**src/rtl/core/mme_pkg.sv**
```systemverilog
package mme_pkg;

    // array geometry
    localparam int MAX_DIM    = 8;
    localparam int ELEM_WIDTH = 16;
    localparam int IDX_W      = 3;
    localparam int DIM_W      = 4;
    localparam int ADDR_W     = $clog2(MAX_DIM * MAX_DIM);

    // datapath widths
    localparam int PROD_W = 2 * ELEM_WIDTH;
    localparam int ACC_W  = PROD_W + $clog2(MAX_DIM);
    localparam int OUT_W  = 32;

    // stream field widths
    localparam int IN_VAL_W  = 16;
    localparam int IN_DATA_W = 24;
    localparam int OUT_DATA_W = 40;

    typedef logic [IDX_W-1:0]              t_idx;
    typedef logic [DIM_W-1:0]              t_dim;
    typedef logic [ADDR_W-1:0]             t_addr;
    typedef logic signed [ELEM_WIDTH-1:0]  t_elem;
    typedef logic signed [PROD_W-1:0]      t_prod;
    typedef logic signed [ACC_W-1:0]       t_acc;
    typedef logic signed [OUT_W-1:0]       t_out;

    // saturation bounds at accumulator width
    localparam t_acc SAT_MAX = t_acc'({1'b0, {(OUT_W-1){1'b1}}});
    localparam t_acc SAT_MIN = t_acc'($signed({1'b1, {(OUT_W-1){1'b0}}}));

    typedef enum logic [1:0] {
        ACT_WRITE_A = 2'd0,
        ACT_WRITE_B = 2'd1,
        ACT_COMPUTE = 2'd2
    } t_action;

    typedef enum logic [1:0] {
        REG_ROWS_A = 2'd0,
        REG_COLS_A = 2'd1,
        REG_ROWS_B = 2'd2,
        REG_COLS_B = 2'd3
    } t_cfg_reg;

    typedef enum logic [1:0] {
        ST_IDLE,
        ST_RUN,
        ST_WAIT,
        ST_ERR
    } t_state;

    // element store write request
    typedef struct packed {
        logic  wr_a;
        logic  wr_b;
        t_addr addr;
        t_elem data;
    } t_store_wr;

    // element store read request
    typedef struct packed {
        logic  en;
        t_addr addr_a;
        t_addr addr_b;
    } t_store_rd;

    // row-major address of an element
    function automatic t_addr elem_addr(input t_idx row, input t_idx col);
        elem_addr = t_addr'(ADDR_W'(row) * ADDR_W'(MAX_DIM) + ADDR_W'(col));
    endfunction

endpackage

```
**src/rtl/core/mme_store.sv**
```systemverilog
module mme_store
    import mme_pkg::*;
(
    input  logic      i_clk,
    input  t_store_wr i_wr,
    input  t_store_rd i_rd,
    output t_elem     o_a_data,
    output t_elem     o_b_data
);

    t_elem r_a_mem [MAX_DIM*MAX_DIM];
    t_elem r_b_mem [MAX_DIM*MAX_DIM];
    t_elem r_a_data;
    t_elem r_b_data;

    // write port, one element per transfer
    always_ff @(posedge i_clk) begin
        if (i_wr.wr_a) begin
            r_a_mem[i_wr.addr] <= i_wr.data;
        end
        if (i_wr.wr_b) begin
            r_b_mem[i_wr.addr] <= i_wr.data;
        end
    end

    // registered read port
    always_ff @(posedge i_clk) begin
        if (i_rd.en) begin
            r_a_data <= r_a_mem[i_rd.addr_a];
            r_b_data <= r_b_mem[i_rd.addr_b];
        end
    end

    assign o_a_data = r_a_data;
    assign o_b_data = r_b_data;

endmodule

```
**src/rtl/core/matrix_multiply_engine_top.sv**
```systemverilog
// element writes are accepted back to back while the engine is idle
// a compute request walks every product element in turn
// (ca inner-product reads from the element stores, then the multiply-accumulate drains)
// a dimension mismatch skips the reads and returns a single result flagged mismatch and last
// reset is synchronous active low: control clears, dimensions return to 8, stores stay as they are
module matrix_multiply_engine_top
    import mme_pkg::*;
(
    input  logic                  i_clk,
    input  logic                  i_rst_n,
    // element stream
    input  logic                  i_s_axis_tvalid,
    output logic                  o_s_axis_tready,
    input  logic [IN_DATA_W-1:0]  i_s_axis_tdata,  // elem_row[2:0], elem_col[5:3], elem_value[21:6]
    input  logic [1:0]            i_s_axis_tuser,  // action[1:0]
    // product stream
    output logic                  o_m_axis_tvalid,
    input  logic                  i_m_axis_tready,
    output logic [OUT_DATA_W-1:0] o_m_axis_tdata,  // out_row[2:0], out_col[5:3], out_value[37:6]
    output logic                  o_m_axis_tuser,  // mismatch
    output logic                  o_m_axis_tlast,
    // configuration writes
    input  logic                  i_cfg_valid,
    output logic                  o_cfg_ready,
    input  logic [1:0]            i_cfg_index,
    input  logic [DIM_W-1:0]      i_cfg_data
);

    // dimension clamp: zero reads as one, oversize reads as the maximum
    function automatic t_dim eff_dim(input t_dim raw);
        if (raw == '0) begin
            eff_dim = t_dim'(1);
        end else if (raw > t_dim'(MAX_DIM)) begin
            eff_dim = t_dim'(MAX_DIM);
        end else begin
            eff_dim = raw;
        end
    endfunction

    t_dim r_rows_a, r_cols_a, r_rows_b, r_cols_b;
    t_dim ra, ca, rb, cb;

    t_state r_state, n_state;
    t_idx   r_i, n_i, r_j, n_j, r_k, n_k;

    t_store_wr wr;
    t_store_rd rd;
    t_elem     a_rd, b_rd;

    logic  in_xfer, start;
    logic  r_p1_valid, r_p1_first, r_p1_last;
    logic  r_p2_valid, r_p2_first, r_p2_last;
    t_prod r_prod;
    t_acc  r_acc;
    logic  r_acc_done;

    logic  slot_free, load_out, load_err, last_elem;
    t_out  sat_value;

    logic  r_out_valid, r_out_mis, r_out_last;
    t_idx  r_out_row, r_out_col;
    t_out  r_out_value;

    // configuration registers
    assign o_cfg_ready = 1'b1;

    always_ff @(posedge i_clk) begin
        if (!i_rst_n) begin
            r_rows_a <= t_dim'(MAX_DIM);
            r_cols_a <= t_dim'(MAX_DIM);
            r_rows_b <= t_dim'(MAX_DIM);
            r_cols_b <= t_dim'(MAX_DIM);
        end else if (i_cfg_valid) begin
            unique case (t_cfg_reg'(i_cfg_index))
                REG_ROWS_A: r_rows_a <= i_cfg_data;
                REG_COLS_A: r_cols_a <= i_cfg_data;
                REG_ROWS_B: r_rows_b <= i_cfg_data;
                REG_COLS_B: r_cols_b <= i_cfg_data;
            endcase
        end
    end

    assign ra = eff_dim(r_rows_a);
    assign ca = eff_dim(r_cols_a);
    assign rb = eff_dim(r_rows_b);
    assign cb = eff_dim(r_cols_b);

    // input decode
    assign o_s_axis_tready = (r_state == ST_IDLE);
    assign in_xfer         = i_s_axis_tvalid && o_s_axis_tready;

    always_comb begin
        wr.wr_a = 1'b0;
        wr.wr_b = 1'b0;
        start   = 1'b0;
        wr.addr = elem_addr(i_s_axis_tdata[2:0], i_s_axis_tdata[5:3]);
        wr.data = t_elem'(signed'(i_s_axis_tdata[6 +: IN_VAL_W]));
        if (in_xfer) begin
            unique case (i_s_axis_tuser)
                ACT_WRITE_A: wr.wr_a = 1'b1;
                ACT_WRITE_B: wr.wr_b = 1'b1;
                ACT_COMPUTE: start   = 1'b1;
                default:     start   = 1'b0;
            endcase
        end
    end

    mme_store u_store (
        .i_clk    (i_clk),
        .i_wr     (wr),
        .i_rd     (rd),
        .o_a_data (a_rd),
        .o_b_data (b_rd)
    );

    // output slot and last element of the run
    assign slot_free = !r_out_valid || i_m_axis_tready;
    assign last_elem = ({1'b0, r_i} + 1'b1 == ra) && ({1'b0, r_j} + 1'b1 == cb);

    // sequencer state register
    always_ff @(posedge i_clk) begin
        if (!i_rst_n) begin
            r_state <= ST_IDLE;
        end else begin
            r_state <= n_state;
        end
        r_i <= n_i;
        r_j <= n_j;
        r_k <= n_k;
    end

    // sequencer: issue inner-product reads, then hand the sum to the output, or report a dimension mismatch
    always_comb begin
        n_state   = r_state;
        n_i       = r_i;
        n_j       = r_j;
        n_k       = r_k;
        rd.en     = 1'b0;
        rd.addr_a = elem_addr(r_i, r_k);
        rd.addr_b = elem_addr(r_k, r_j);
        load_out  = 1'b0;
        load_err  = 1'b0;
        unique case (r_state)
            ST_IDLE: begin
                if (start) begin
                    n_i = '0;
                    n_j = '0;
                    n_k = '0;
                    n_state = (ca != rb) ? ST_ERR : ST_RUN;
                end
            end
            ST_RUN: begin
                rd.en = 1'b1;
                if ({1'b0, r_k} + 1'b1 == ca) begin
                    n_k     = '0;
                    n_state = ST_WAIT;
                end else begin
                    n_k = r_k + 1'b1;
                end
            end
            ST_WAIT: begin
                if (r_acc_done && slot_free) begin
                    load_out = 1'b1;
                    if (last_elem) begin
                        n_state = ST_IDLE;
                    end else begin
                        n_state = ST_RUN;
                        if ({1'b0, r_j} + 1'b1 == cb) begin
                            n_j = '0;
                            n_i = r_i + 1'b1;
                        end else begin
                            n_j = r_j + 1'b1;
                        end
                    end
                end
            end
            ST_ERR: begin
                if (slot_free) begin
                    load_err = 1'b1;
                    n_state  = ST_IDLE;
                end
            end
        endcase
    end

    // multiply-accumulate pipeline tags
    always_ff @(posedge i_clk) begin
        if (!i_rst_n) begin
            r_p1_valid <= 1'b0;
            r_p2_valid <= 1'b0;
            r_acc_done <= 1'b0;
        end else begin
            r_p1_valid <= rd.en;
            r_p2_valid <= r_p1_valid;
            if (load_out) begin
                r_acc_done <= 1'b0;
            end else if (r_p2_valid && r_p2_last) begin
                r_acc_done <= 1'b1;
            end
        end
        r_p1_first <= (r_k == '0);
        r_p1_last  <= ({1'b0, r_k} + 1'b1 == ca);
        r_p2_first <= r_p1_first;
        r_p2_last  <= r_p1_last;
    end

    // product then accumulate at full precision
    always_ff @(posedge i_clk) begin
        if (r_p1_valid) begin
            r_prod <= a_rd * b_rd;
        end
        if (r_p2_valid) begin
            r_acc <= r_p2_first ? t_acc'(r_prod) : r_acc + t_acc'(r_prod);
        end
    end

    // saturate to 32 bits
    always_comb begin
        if (r_acc > SAT_MAX) begin
            sat_value = t_out'(SAT_MAX);
        end else if (r_acc < SAT_MIN) begin
            sat_value = t_out'(SAT_MIN);
        end else begin
            sat_value = t_out'(r_acc);
        end
    end

    // output register
    always_ff @(posedge i_clk) begin
        if (!i_rst_n) begin
            r_out_valid <= 1'b0;
        end else if (load_out || load_err) begin
            r_out_valid <= 1'b1;
        end else if (i_m_axis_tready) begin
            r_out_valid <= 1'b0;
        end
        if (load_out) begin
            r_out_row   <= r_i;
            r_out_col   <= r_j;
            r_out_value <= sat_value;
            r_out_mis   <= 1'b0;
            r_out_last  <= last_elem;
        end else if (load_err) begin
            r_out_row   <= '0;
            r_out_col   <= '0;
            r_out_value <= '0;
            r_out_mis   <= 1'b1;
            r_out_last  <= 1'b1;
        end
    end

    assign o_m_axis_tvalid = r_out_valid;
    assign o_m_axis_tdata  = {2'b00, r_out_value, r_out_col, r_out_row};
    assign o_m_axis_tuser  = r_out_mis;
    assign o_m_axis_tlast  = r_out_last;

`ifndef NO_ASSERTIONS
    // no sum may be pending while a new element is being issued
    a_no_done_in_run: assert property (@(posedge i_clk) disable iff (!i_rst_n)
        (r_state == ST_RUN) |-> !r_acc_done)
        else $error("finished sum pending during issue");

    // a finished sum only follows the last inner-product term
    a_done_after_last: assert property (@(posedge i_clk) disable iff (!i_rst_n)
        $rose(r_acc_done) |-> $past(r_p2_valid && r_p2_last))
        else $error("sum marked done without its last term");

    // an error result always closes the run
    a_err_is_last: assert property (@(posedge i_clk) disable iff (!i_rst_n)
        (o_m_axis_tvalid && o_m_axis_tuser) |-> o_m_axis_tlast)
        else $error("mismatch result not marked last");

    // a handed-over sum appears on the output in the next cycle
    a_load_shows: assert property (@(posedge i_clk) disable iff (!i_rst_n)
        load_out |=> (o_m_axis_tvalid && !o_m_axis_tuser))
        else $error("product element lost at output register");
`endif

endmodule
```
**config.mk**
```make
export PLATFORM = sky130hd
export DESIGN_NAME = matrix_multiply_engine_top
export DESIGN_NICKNAME = d
export VERILOG_FILES = /design/src/rtl/core/mme_pkg.sv /design/src/rtl/core/mme_store.sv /design/src/rtl/core/matrix_multiply_engine_top.sv
export SDC_FILE = /design/constraint.sdc
export NUM_CORES = 2
export LEC_CHECK = 0
export ABC_AREA = 1
export BUFFER_PORTS_ARGS = -buffer_cell sky130_fd_sc_hd__buf_2
export CAP_MARGIN = 20
export CORE_ASPECT_RATIO = 0.6
export CORE_MARGIN = 5
export CORE_UTILIZATION = 52
export CTS_CLUSTER_DIAMETER = 120
export DETAILED_ROUTE_END_ITERATION = 8
export GPL_ROUTABILITY_DRIVEN = 0
export PLACE_DENSITY_LB_ADDON = 0.1
export SETUP_SLACK_MARGIN = 0.02
export SYNTH_ARGS = -nofsm -noshare
export SYNTH_HDL_FRONTEND = slang
export SYNTH_SLANG_ARGS = --single-unit
```
**constraint.sdc**
```tcl
create_clock -name i_clk -period 17 [get_ports i_clk]
set_input_delay 3.4 -clock i_clk [delete_from_list [all_inputs] [get_ports i_clk]]
set_output_delay 3.4 -clock i_clk [all_outputs]
set_load 0.005 [all_outputs]
```
==> results.txt <==
H-tree depth: 4
fraction of the yosys area taken by sequential cells: 66.1%
reg2reg start: u_store.o_b_data[1]
RSZ-0062 raised after global routing: no
critical path type: register to register
Starting Density: 52.1%
final net count: 8,985
hold wc startpoint: r_p1_first
GRT Resource Usage Total: 28.3%
1st-iter DRT viols: 8,687
critical path data required time: 17.62 ns
post-CTS setup repair buffer count: 0
CTS max path bufs: 4
input/output buffers: 76
Synth Area in Compound Gates: 10.5%
ys async rst share: 0%
Initial DRT Pass Iterations: 9
Tightest Hold Check Type: register to register
IO Pins: 82
post-layout min period: 6.51 ns
MaxCap Viol Count: 0
CTS Buf Count: 206
CP startpoint kind: register
most frequent cells in the layout: edfxtp_1 (2,195), nor2_1 (1,362), nand2_1 (1,178)
FF+latch count, synth: 2,222
Worst R2R Path Depth: 19
site row count: 125
drt wl/cell: 25.7 um
number of nets with antenna violations after routing: 0
hold path cells: 0
worst slew pin tran: 1.25 ns
routed wire length: 291,000 um
reg2reg end: r_prod[31]
DIE AREA: 0.203 mm^2
flop2flop setup slack: 10.49 ns
final setup fails: 0
Die Span Y: 351 um
Core Area: 0.193 mm^2
setup_tns: 0 ns
mux cell area share after synthesis: 0%
vias in the first global route: 63,707
Syn Area/Cell: 11.7 um^2
Hold Path Sink: r_p2_first
Final Cycle Share: 38.3%
clock sinks: 2,222
Critical Path End Type: register
first-pass GRT wire length: 426,000 um
vias: 67,563
XOR/XNOR share of the synthesized area: 0.374%
DPL Wire Length: 174,000 um
synth warn: 0
Cell variety after synth: 43
drt drc: 0
Slew Limit Fails: 0
final hold viol count: 0
Area growth syn-to-layout: 9.61%
status: completed
skew final: 0.0661 ns
TritonCTS clock tree: done
Post-Synth Adder-Cell Area: 6.73%
clock-pin slew on the worst setup and hold paths: 0.07 ns
initial antenna violation count: 16
FMAX: 0.154 GHz
Crit Path Max Fanout: 16
largest net degree at the start of global routing: 188
layout cells sized above 1: 7.70%
EDFF count, synth: 2,195
cell area after synthesis: 0.101 mm^2
Simple-Gate Fraction of Synth Area: 11.6%
Hold Buf Count CTS: 0
clock latency on the worst-skew pair: 0.86 ns
vias per cell: 5.96
main combinational cell family by area after synthesis: simple AND/OR/NAND/NOR gates
Max-slew headroom: 16.7%
commonest register cell after synthesis: edfxtp_1
GR Overflow Total: 0
CP arrival: 7.13 ns
root buffer cell: clkbuf_16
CTS resizes: 0
Mapped Cells: 8,587
total of fill cells in the finished design: 16,032
die width: 578 um
most common cell after layout, fill and taps aside: edfxtp_1
==> state kept, by name, indices dropped and copies added, names as in the netlist, 2 cells and up <==
| signal | count |
|---|---|
| r_acc | 35 |
| r_cols_a | 4 |
| r_cols_b | 4 |
| r_i | 3 |
| r_j | 3 |
| r_k | 3 |
| r_out_col | 3 |
| r_out_row | 3 |
| r_out_value | 32 |
| r_prod | 32 |
| r_rows_a | 4 |
| r_rows_b | 4 |
| r_state | 2 |
| u_store.o_a_data | 16 |
| u_store.o_b_data | 16 |
| u_store.r_a_mem | 1024 |
| u_store.r_b_mem | 1024 |
==> kinds of logic after synthesis <==
kind of cell               after synthesis
adders and majority gates              383
xor gates and xnor gates                43
other                                    2
buffers and inverters                 1109
and+or+nand+nor                       2966
AOI/OAI and AO/OA                     1862
DFF                                   2222
==> final cells by class <==
class	count	area (um^2)	share of cell area, %
flip-flops and latches	2222	66500	60.3
multi-input cells	5257	29600	26.8
clock buffers	260	5480	4.98
well taps	2603	3260	2.95
inverters	587	2240	2.03
repair buffers	291	2220	2.02
clock inverters	107	968	0.879
diodes	4	10.0	0.00908
==> worst max-delay path, stage by stage (launching register included) <==
cell and delay [ns]:
edfxtp_1 0.86, nand2_1 0.21, inv_1 0.18, fa_1 0.54, fa_1 0.74, fa_1 0.65
inv_1 0.11, fa_1 0.61, fa_1 0.50, fa_1 0.51, inv_1 0.04, ha_1 0.37
inv_1 0.10, nor3_1 0.23, nand2_1 0.10, or2_2 0.31, nand3_1 0.09, inv_1 0.05
nand3_1 0.06, nand2_1 0.05
==> synth_stat cells, types with 97 or more instances <==
cell type	instances	share of area (%)
edfxtp_1	2195	66
nor2_1	1427	5.3
nand2_1	1179	4.4
o21ai_0	936	4.7
inv_1	578	2.2
o22ai_1	330	2.1
clkbuf_1	274	1.0
nand3_1	272	1.4
fa_1	263	5.2
a21oi_1	185	0.92
o21ai_1	161	0.80
buf_2	147	0.73
ha_1	120	1.5
o211ai_1	101	0.75
o221ai_1	97	0.84
==> routing by layer <==
layer | vias up | wire length, um | track usage, %
met1 | 33597 | 128000 | 44.3
met2 | 3434 | 119000 | 39.0
met5 | - | 25 | 0
met3 | 392 | 36700 | 8.15
li1 | 30136 | - | -
met4 | 4 | 6960 | 6.68
==> metrics by stage <==
step	std cells	hold WS (ns)	worst slack, ns	area, um^2	util (%)
after detailed placement	10955	0.312	10.42	104000	53.7
after CTS	11322	0.326	10.52	110000	57.1
after global routing	11328	0.336	10.18	110000	57.1
after global placement	10952	0.312	10.41	104000	53.7
final	11331	0.326	10.49	110000	57.1
after floorplan	8588	0.310	11.30	101000	-
==> how the worst max path moves through the flow <==
stage          slack (ns)            startpoint  depth (start not counted)                endpoint
2_1_floorplan       11.30  u_store.o_a_data[15]                         20              r_prod[31]
3_3_place_gp        10.41       i_s_axis_tvalid                          5  u_store.r_a_mem[20][2]
3_5_place_dp        10.42       i_s_axis_tvalid                          5  u_store.r_a_mem[21][2]
4_1_cts             10.52   u_store.o_b_data[1]                         19              r_prod[31]
5_1_grt             10.18   u_store.o_b_data[1]                         19              r_prod[31]
6_report            10.49   u_store.o_b_data[1]                         19              r_prod[31]
Power is not shown: default switching activity piles up to over one toggle a cycle in this logic, so the estimate is an artifact.
